## config.mk

```make
export PLATFORM = sky130hd
export DESIGN_NAME = kpi_divider
export DESIGN_NICKNAME = d
export VERILOG_FILES = /design/src/design/kpi_pkg.sv /design/src/design/kpi_divider.sv
export SDC_FILE = /design/constraint.sdc
export NUM_CORES = 1
export LEC_CHECK = 0
export BUFFER_PORTS_ARGS = -buffer_cell sky130_fd_sc_hd__buf_4
export CAP_MARGIN = 20
export CORE_MARGIN = 2
export CORE_UTILIZATION = 58
export CTS_CLUSTER_SIZE = 25
export DETAILED_ROUTE_END_ITERATION = 12
export GPL_ROUTABILITY_DRIVEN = 0
export HOLD_SLACK_MARGIN = 0.06
export MAX_ROUTING_LAYER = met4
export PLACE_DENSITY = 0.8
export RECOVER_POWER = 100
export REMOVE_ABC_BUFFERS = 1
export SLEW_MARGIN = 20
export SYNTH_ARGS = -nofsm -noshare
export SYNTH_HDL_FRONTEND = slang
export SYNTH_SLANG_ARGS = --single-unit
```

## constraint.sdc

```tcl
create_clock -name clk -period 4.2 [get_ports clk]
set_clock_uncertainty 0.05 [all_clocks]
set_input_delay 0.21 -clock clk [delete_from_list [all_inputs] [get_ports clk]]
set_output_delay 0.21 -clock clk [all_outputs]
set_load 0.01 [all_outputs]
```

## src/design/kpi_pkg.sv

```systemverilog
// Package: sizes, action codes and shared types for the keyframe pose interpolator.
package kpi_pkg;
	localparam int MAX_KEYS = 64;
	localparam int MAX_JOINTS = 32;
	localparam int KEY_W = $clog2(MAX_KEYS);
	localparam int JNT_W = (MAX_JOINTS > 1) ? $clog2(MAX_JOINTS) : 1;
	localparam int MAT_AW = KEY_W + JNT_W + 4;
	localparam int CNT_W = 7;

	typedef enum logic [1:0] {
		ACT_WTIME = 2'd0,
		ACT_WELEM = 2'd1,
		ACT_QUERY = 2'd2,
		ACT_NONE  = 2'd3
	} action_t;

	// one matrix store access
	typedef struct packed {
		logic              we;
		logic [MAT_AW-1:0] addr;
		logic [31:0]       wdata;
	} mat_req_t;
endpackage

```

## src/design/kpi_divider.sv

```systemverilog
// Restoring divider: (num << 16) / den, one quotient bit per cycle.
module kpi_divider (
	input  logic        clk,
	input  logic        arst_n,
	input  logic        go,
	input  logic [31:0] num,
	input  logic [31:0] den,
	output logic        done,
	output logic [16:0] quo
);
	import kpi_pkg::*;

	logic [32:0] rem_q;
	logic [31:0] den_q;
	logic [15:0] numlo_q;
	logic [4:0]  cnt_q;
	logic        run_q;
	logic [33:0] sh;
	logic [33:0] diff;

	// numerator is num * 2^16 and num < den: remainder starts at num >> 1,
	// then num[0] and 16 zeros shift in msb first
	assign sh   = {rem_q, numlo_q[15]};
	assign diff = sh - {2'b00, den_q};

	always_ff @(posedge clk or negedge arst_n) begin
		if (!arst_n) begin
			run_q <= 1'b0;
			done  <= 1'b0;
			cnt_q <= '0;
		end else begin
			done <= 1'b0;
			if (go) begin
				run_q   <= 1'b1;
				cnt_q   <= 5'd0;
				rem_q   <= {2'b00, num[31:1]};
				numlo_q <= {num[0], 15'd0};
				den_q   <= den;
				quo     <= '0;
			end else if (run_q) begin
				numlo_q <= {numlo_q[14:0], 1'b0};
				if (!diff[33]) begin
					rem_q <= diff[32:0];
					quo   <= {quo[15:0], 1'b1};
				end else begin
					rem_q <= sh[32:0];
					quo   <= {quo[15:0], 1'b0};
				end
				cnt_q <= cnt_q + 5'd1;
				if (cnt_q == 5'd16) begin
					run_q <= 1'b0;
					done  <= 1'b1;
				end
			end
		end
	end
endmodule

```

==> Word level (Yosys, flattened, before mapping) <==
Cells that the tools add are included.
{ "op_classes": {"addsub": 2, "eq_ne": 1, "n_mux": 15, "n_reduce_logical": 3} }
{ "op_table": {"columns": ["cell", "count"], "rows": [
  ["2-to-1 mux 33 bit", 2],
  ["subtractor 34 x 32 -> 34 bit", 1],
  ["2-to-1 mux 16 bit", 2],
  ["2-to-1 mux 31 bit", 1],
  ["2-to-1 mux 17 bit", 1],
  ["2-to-1 mux 5 bit", 2],
  ["2-to-1 mux 1 bit", 7],
  ["adder 5 x 1 -> 5 bit, second input constant", 1],
  ["== test 5 bit, second input constant", 1],
  ["AND reduction 2 bit", 2],
  ["nonzero test 2 bit", 1]
]} }
{ "word_totals": {"regBits": 105, "in_bits": 67, "output_inout_bits": 18, "elab_cells": 30} }

==> Depth between registers and ports, before layout <==
Gate-level depths: netlist of the first run.
{ "logic_depth": {"ltp_word": 4, "ltp_mapped": 13, "ltp_nobuf": 13} }

==> Worst setup path before layout of the first run <==
OpenSTA, ideal clock, no wires.
{ "synth_timing": {"path_type": "reg2reg", "from": "register rem_q[2]", "to": "register rem_q[0], data pin", "arrival_time_ns": 2.712, "path_slack_ns": 1.181, "stages_incl_launch_ff": 12, "period_less_slack_ns": 3.019, "path_cell_list": "edfxtp_1 ha_1 and2_1 a221o_1 o211ai_2 a311o_2 o21bai_4 a211oi_4 xnor2_2 buf_2 nand2_1 a32o_1"} }
{ "synth_via": {"elab_chain_cells": 4} }
{ "synth_rtl": {"columns": ["element", "line_no", "text"], "rows": [
  ["from (decl)", "kpi_divider.sv:13", "logic [32:0] rem_q;"],
  ["from (signal assigned)", "kpi_divider.sv:36", "rem_q <= {2'b00, num[31:1]};"],
  ["from (signal assigned)", "kpi_divider.sv:43", "rem_q <= diff[32:0];"],
  ["from (signal assigned)", "kpi_divider.sv:46", "rem_q <= sh[32:0];"],
  ["subtractor 34 x 32 -> 34 bit", "kpi_divider.sv:24", "assign diff = sh - {2'b00, den_q};"],
  ["2-to-1 mux 33 bit", "kpi_divider.sv:42", "if (!diff[33]) begin"],
  ["2-to-1 mux 33 bit", "kpi_divider.sv:40", "end else if (run_q) begin"],
  ["2-to-1 mux 31 bit", "kpi_divider.sv:33", "if (go) begin"]
]} }
No other way between the ends. The select of a mux whose other input is x is not followed.
A chain may end at the register's enable or synchronous reset.

==> Final worst setup path of the first run <==
{ "layout_timing": {"from": "register rem_q[7]", "to": "register rem_q[31], data pin"} }
{ "layout_via": {"elab_chain_cells": 3} }
{ "layout_rtl": {"columns": ["element", "line_no"], "rows": [
  ["subtractor 34 x 32 -> 34 bit", "kpi_divider.sv:24"],
  ["2-to-1 mux 33 bit", "kpi_divider.sv:42"],
  ["2-to-1 mux 33 bit", "kpi_divider.sv:40"]
]} }
No other way between the ends. The select of a mux whose other input is x is not followed.

==> results.tsv, run 1 <==
stage	metric	value	unit
synth	netlist_area	0.00631	mm2
global_routing	grt_max_degree	76	
worst_setup_path	rrSetupSlack	310	ps
pwr	power_frac_clock	0.208	
synth	synthCells	602	
clock_tree	cts-buffers-inserted	9	
pwr	leakagePower	0.00334	uW
pwr	powerDensity	397	mW/mm2
worst_setup_path	r2r_cells	11	
finish	final_common_cell	edfxtp_1	
clock_tree	post_cts_buffers	0	
worst_setup_path	worstPathArrival	4080	ps
timing	fmax	0.257	GHz
status	violations	capacitance limit, slew limit	
pwr	p_int	1980	uW
finish	diodes	0	
timing	drv_slew	86	
timing	finalCritPeriodShare	0.927	
worst_setup_path	critPathCaptureType	register	
timing	final.min_clock_period	3890	ps
worst_setup_path	crit_end	rem_q[31]	
timing	max-slew-margin-rel	-0.707	
synth	synth.yosys.warnings	0	
worst_setup_path	critPathKind	register to register	
worst_setup_path	start_kind	register	
clock_tree	cts_resized	0	
route	drtIter0Drc	351	
synth	synth-async-reset-ratio	0.0667	
timing	hold_violations	0	
worst_setup_path	crit_fanout	23	
route	wl_per_cell	16.6	um
status	status	complete, but fails checks	
global_routing	overflow	0	
synth	avgSynthCellArea	10.5	um2
timing	grt_setup_unrepaired	no	
die	core	0.0107	mm2
finish	stdcell_count	877	
clock_tree	cts_buffer_depth	2	
die	die_area	0.0117	mm2
die	die_y	108	um
global_routing	grt_pass1_vias	5015	
worst_setup_path	rr_startpoint	rem_q[7]	
finish	syn_to_final_growth	22.5	%
clock_tree	cts.htree.levels	3	
synth	synth_edf_count	98	
clock_tree	cts_tree	built	
worst_setup_path	required	4390	ps
clock_tree	root_buffer	clkbuf_8	
die	initial_utilization	0.587	
route	wl	14600	um
clock_tree	clk_latency	410	ps
finish	fin_nets	834	
synth	ys_types	60	
global_routing	track_usage	0.271	
placement	place_hpwl	9590	um
route	final_antenna_net_count	0	
placement	dpl_cell_area	0.00706	mm2
finish	final_cell_area	0.00773	mm2
pwr	vdd_drop_max	0.000266	V
clock_tree	postCtsHoldBufs	58	
pwr	comb_power_share	0.354	
pwr	p_switching	1090	uW
timing	tightest_slew	2560	ps
worst_setup_path	setup.worst_path.start	rem_q[7]	
die	pin_count	85	
clock_tree	clock-sinks	105	
run	drv_cap	2	
global_routing	grt_pass1_wl	23800	um
pwr	switching_share	0.355	
route	first_pass_iters	4	
finish	final_cell_mix	98 x edfxtp_1, 61 x nand2_1, 58 x dlygate4sd3_1	
route	route.detailed.drc	0	
worst_setup_path	r2r-end	rem_q[31]	
synth	ys.flop_type	edfxtp_1	
die	die_w	108	um
timing	timing.hold.ws	76.7	ps
finish	layout-drive-gt1-share	0.129	
placement	io_buffers	84	
placement	dp.cells	803	
clock_tree	clkSlewWorstSetupHoldPaths	110	ps
finish	fillCellCount	816	
synth	ys_ff_latch	105	
pwr	seq_power_share	0.438	
route	viasPerCell	5.92	
timing	fin_setup_tns	0	ps
synth	ys_seq_area_frac	0.494	
worst_hold_path	hp-class	input port to register	
die	row_count	38	
pwr	finalPower	3070	uW
global_routing	antenna_found_initial	0	
timing	final-setup-viol-count	0	
route	vias	5195	
[synth_stat cells (3+ instances only)]
cell type / count / area, um2
o311ai_0: 11 / 96.3
nor2b_1: 3 / 18.8
edfxtp_1: 98 / 2940
nor3_1: 6 / 30.0
nand2_1: 61 / 229
ha_1: 34 / 425
and2_1: 3 / 18.8
a211oi_1: 6 / 45.0
dfrtp_1: 7 / 175
o31ai_1: 4 / 30.0
a32oi_1: 4 / 35.0
nor2_1: 54 / 203
o21bai_1: 5 / 37.5
nand4_1: 9 / 56.3
inv_1: 45 / 169
xnor2_1: 19 / 166
o21ai_0: 28 / 140
o21a_1: 7 / 52.6
nand3_1: 29 / 145
a221oi_1: 3 / 26.3
xor2_1: 11 / 96.3
mux2i_1: 39 / 390
buf_2: 4 / 20.0
buf_1: 6 / 22.5
o311ai_1: 7 / 61.3
a21o_1: 5 / 37.5
and3_1: 4 / 25.0
a21oi_1: 32 / 160
o211ai_1: 3 / 22.5
clkbuf_1: 20 / 75.1
[area by class of cell]
cell class	instances	area [um2]	area share
clock inverters	7	72.6	0.00939
well taps	140	175	0.0227
repair buffers	150	1180	0.153
flip-flops and latches	105	3120	0.404
inverters	45	169	0.0219
clock buffers	9	124	0.0160
multi-input cells	421	2890	0.373
[cell families after synthesis]
logic type | share of synthesized area
flops | 0.494
buf+inv | 0.0466
xor+xnor | 0.0468
simple gates | 0.128
compound gates | 0.152
mux | 0.0619
fa+ha+maj | 0.0706
[power by group through the flow]
| stage | sequential [uW] | combinational [uW] | clock, uW |
|---|---|---|---|
| floorplan | 1350 | 751 | 0 |
| global placement | 1360 | 1010 | 0 |
| detailed placement | 1360 | 1050 | 0 |
| CTS | 1340 | 1100 | 650 |
| global route | 1360 | 1200 | 676 |
| finish | 1340 | 1080 | 637 |
[registers in the layout, summed over array words and instances, names as in the netlist]
register  cells
cnt_q         5
done          1
den_q        32
run_q         1
quo          17
numlo_q      16
rem_q        33
[through the flow]
step,util,setup slack [ps]
after CTS,0.729,324
after global placement,0.657,571
after detailed placement,0.657,358
final,0.719,308
after floorplan,-,702
after global routing,0.719,20.9
[how the worst min path moves through the flow]
stage	from	end	slack, ps	cells after the start
2_1_floorplan	arst_n	cnt_q[0]	-140	0
3_3_place_gp	arst_n	done	160	1
3_5_place_dp	arst_n	done	160	1
4_1_cts	num[16]	rem_q[15]	60	3
5_1_grt	num[16]	rem_q[15]	90	3
6_report	num[18]	rem_q[17]	80	3
[metal layers]
| layer | routed length [um] | global-route usage |
|---|---|---|
| met1 | 6320 | 0.350 |
| met2 | 6830 | 0.418 |
| met4 | 480 | 0.129 |
| met3 | 922 | 0.0500 |
| met5 | 0 | - |
[worst max-delay path, stage by stage (launching register included)]
cell and delay, ps:
edfxtp_1 430, ha_1 410, nand3_1 200, nor3b_2 230
o311ai_1 130, a311o_2 450, o21bai_4 150, a211oi_2 120
xnor2_2 790, buf_4 420, a21oi_1 110, a211oi_1 220
Note: power is estimated with default switching activity, not from simulation.
==> inputs of run 2 (changes only) <==
- ABC_AREA: not set -> 1
- CORE_UTILIZATION: 58 -> 60
- PLACE_DENSITY: 0.8 -> 0.82
==> run 2 against run 1 <==
Effect of this change: the flow now finishes without violations; die area increased by 14%; wire length increased by 24%; sequential share of layout area decreased by 4.7 points; critical path depth decreased by 6; global-route usage increased by 2.6 points; first-iteration DRC count increased by 38%; power increased by 12%; setup slack improved by 510 ps; sequential cell count unchanged; cell count increased by 44%; synthesized area increased by 18%.
==> results.tsv, run 2 <==
stage	metric	value	unit	change
pwr	power_frac_clock	0.258		+0.050
timing	hold_violations	0		unchanged
die	core	0.0121	mm2	+13%
route	vias	6549		+26%
clock_tree	cts.htree.levels	3		unchanged
route	first_pass_iters	5		+1
clock_tree	cts_resized	0		unchanged
die	die_w	116	um	+6.8%
synth	yosysTopAreaCell	edfxtp_1		
timing	fmax	0.296	GHz	+15%
clock_tree	root_buffer	clkbuf_16		
timing	tightest_slew	1430	ps	-1130 ps
route	wl_per_cell	14.3	um	-14%
worst_setup_path	setup.worst_path.start	arst_n		
timing	finalCritPeriodShare	0.804		-0.122
worst_setup_path	cp_slowest_cell	nor2_1		
synth	synthCells	975		+62%
clock_tree	clkSlewWorstSetupHoldPaths	80	ps	-30 ps
clock_tree	cts-buffers-inserted	9		unchanged
clock_tree	cts_tree	built		
finish	syn_to_final_growth	16.9	%	
finish	largest_reg_flops	33		unchanged
pwr	p_switching	1300	uW	+19%
worst_setup_path	crit_fanout	43		+87%
synth	synth-async-reset-ratio	0.0667		unchanged
route	viasPerCell	5.19		-12%
global_routing	grt_pass1_vias	6593		+31%
timing	final-setup-viol-count	0		unchanged
pwr	vdd_drop_max	0.000265	V	-0.41%
pwr	switching_share	0.377		+0.0223
timing	final.min_clock_period	3380	ps	-514 ps
finish	top_register	rem_q		
die	pin_count	85		unchanged
pwr	p_int	2140	uW	+8.3%
worst_setup_path	crit_chain	dlygate4sd3_1 > buf_4 > inv_1 > nor2_1 > clkbuf_1		
synth	netlist_top_cells_area	edfxtp_1 39%, nand2_1 15%, inv_1 10%, ha_1 5.7%, nand3_1 4.9%		
global_routing	grt_max_degree	44		-42%
finish	layout-drive-gt1-share	0.123		-0.00561
synth	ys_seq_area_frac	0.417		-0.0770
route	wl	18100	um	+24%
pwr	leakagePower	0.00441	uW	+32%
global_routing	overflow	0		unchanged
synth	ys.flop_type	edfxtp_1		
synth	synth_edf_count	98		unchanged
pwr	powerDensity	394	mW/mm2	-0.80%
timing	fin_setup_tns	0	ps	unchanged
placement	dpl_cell_area	0.00821	mm2	+16%
global_routing	antenna_found_initial	0		unchanged
finish	final_common_cell	nand2_1		
synth	synth_commonest_cells	296 x nand2_1, 209 x inv_1, 98 x edfxtp_1		
route	final_antenna_net_count	0		unchanged
finish	final_cell_mix	319 x nand2_1, 209 x inv_1, 98 x edfxtp_1		
pwr	seq_power_share	0.383		-0.055
timing	grt_setup_unrepaired	no		
die	row_count	40		+5.3%
run	drv_cap	0		-2
worst_setup_path	required	4140	ps	-250 ps
pwr	comb_power_share	0.358		+0.004
die	die_area	0.0134	mm2	+14%
worst_setup_path	start_kind	input port		
synth	avgSynthCellArea	7.67	um2	-27%
finish	top_regs	rem_q (33), den_q (32), quo (17)		
worst_setup_path	worstPathArrival	3320	ps	-760 ps
placement	io_buffers	84		unchanged
timing	setup_ws	822	ps	+514 ps
timing	max-slew-margin-rel	0.0449		+0.752
finish	stdcell_count	1263		+44%
global_routing	grt_pass1_wl	30200	um	+27%
placement	dp.cells	1211		+51%
finish	final_cell_area	0.00874	mm2	+13%
synth	ys_types	36		-40%
route	drtIter0Drc	484		+38%
synth	synth.yosys.warnings	0		unchanged
synth	post-synth-top-count-cell	nand2_1		
worst_setup_path	critPathCaptureType	register		
finish	fillCellCount	989		+21%
worst_setup_path	max_stage_delay	1090	ps	+300 ps
synth	synth_top_area_share	0.394		-0.0727
die	initial_utilization	0.617		+0.0299
clock_tree	cts_buffer_depth	2		unchanged
global_routing	track_usage	0.297		+0.0257
synth	netlist_area	0.00748	mm2	+18%
worst_hold_path	hold_path_startpoint	num[15]		
synth	ys_ff_latch	105		unchanged
finish	diodes	0		unchanged
placement	dp_slack	1390	ps	+1030 ps
placement	place_hpwl	13300	um	+39%
die	die_y	116	um	+6.8%
clock_tree	clock-sinks	105		unchanged
worst_setup_path	rr_startpoint	rem_q[7]		
clock_tree	clk_latency	370	ps	-40 ps
timing	drv_slew	0		-100%
route	route.detailed.drc	0		unchanged
worst_hold_path	hp-class	input port to register		
finish	fin_nets	1192		+43%
status	status	completed		
worst_setup_path	critPathKind	input port to register		
timing	timing.hold.ws	61.9	ps	-14.8 ps
run 2: changes by cell type after synthesis, moves of 7 or more:
| cell | previous run | this run |
|---|---|---|
| nand2_1 | 61 | 296 |
| o21ai_0 | 28 | 15 |
| clkbuf_1 | 20 | 10 |
| inv_1 | 45 | 209 |
| o22ai_1 | 2 | 29 |
| xor2_1 | 11 | 0 |
| o21a_1 | 7 | 0 |
| mux2i_1 | 39 | 0 |
| o311ai_1 | 7 | 0 |
| nand3_1 | 29 | 73 |
| nand2_2 | 0 | 37 |
| o311ai_0 | 11 | 0 |
| nand3_2 | 0 | 23 |
| a21oi_1 | 32 | 22 |
run 2: area by class of cell:
cell class / instances / area (um2) / share of cell area
multi-input combinational: 639 / 3360 / 0.384
sequential: 105 / 3120 / 0.357
timing repair buffer: 123 / 938 / 0.107
inverter: 212 / 796 / 0.0911
clock buffer: 9 / 225 / 0.0258
tap: 168 / 210 / 0.0241
clock inverter: 7 / 95.1 / 0.0109
run 2: cells by family after synthesis:
| logic type | count (synthesis) | synth area share |
|---|---|---|
| AO/OA/AOI/OAI | 74 | 0.0576 |
| XOR/XNOR | 15 | 0.0176 |
| adder cells (fa/ha/maj) | 35 | 0.0596 |
| buffers and inverters | 231 | 0.125 |
| flip-flops | 105 | 0.417 |
| AND/OR/NAND/NOR | 515 | 0.324 |
run 2: layer usage:
metal  wire (um)  vias up  GRT usage
li1            -     3317          -
met3        1240       33     0.0575
met5           0        -          -
met2        8680      213      0.485
met1        7780     2986      0.372
met4         411        0      0.106
run 2: path summary, 6_finish.rpt:
path | depth (start not counted) | slack [ps] | endpoint
max | 5 | 820 | rem_q[4]
min | 3 | 60 | rem_q[14]
max reg2reg | 16 | 1150 | rem_q[29]
min reg2reg | 1 | 420 | cnt_q[4]
max in group asynchronous | 2 | 3400 | cnt_q[0]
min in group asynchronous | 2 | 330 | cnt_q[3]
run 2: power by group through the flow:
stage               combinational (uW)  sequential [uW]  clock (uW)
finish                            1230             1320         888
global route                      1390             1330         932
CTS                               1260             1320         896
detailed placement                1220             1340           0
global placement                  1190             1330           0
floorplan                          908             1330           0
run 2: repair_timing:
| action | CTS | global route |
|---|---|---|
| buffers inserted | 0 | 0 |
| endpoints found under the hold margin | 42 | 0 |
| hold buffers | 36 | 0 |
run 2: critical path, delay by kind of cell:
kind                   cells  cell delay [ps]
buffers and inverters      4             1970
AND/OR/NAND/NOR            1             1090
run 2: stage by stage:
step	total power [uW]	util
floorplan	2240	-
global placement	2530	0.678
detailed placement	2560	0.678
CTS	3480	0.734
global route	3650	0.722
finish	3440	0.722
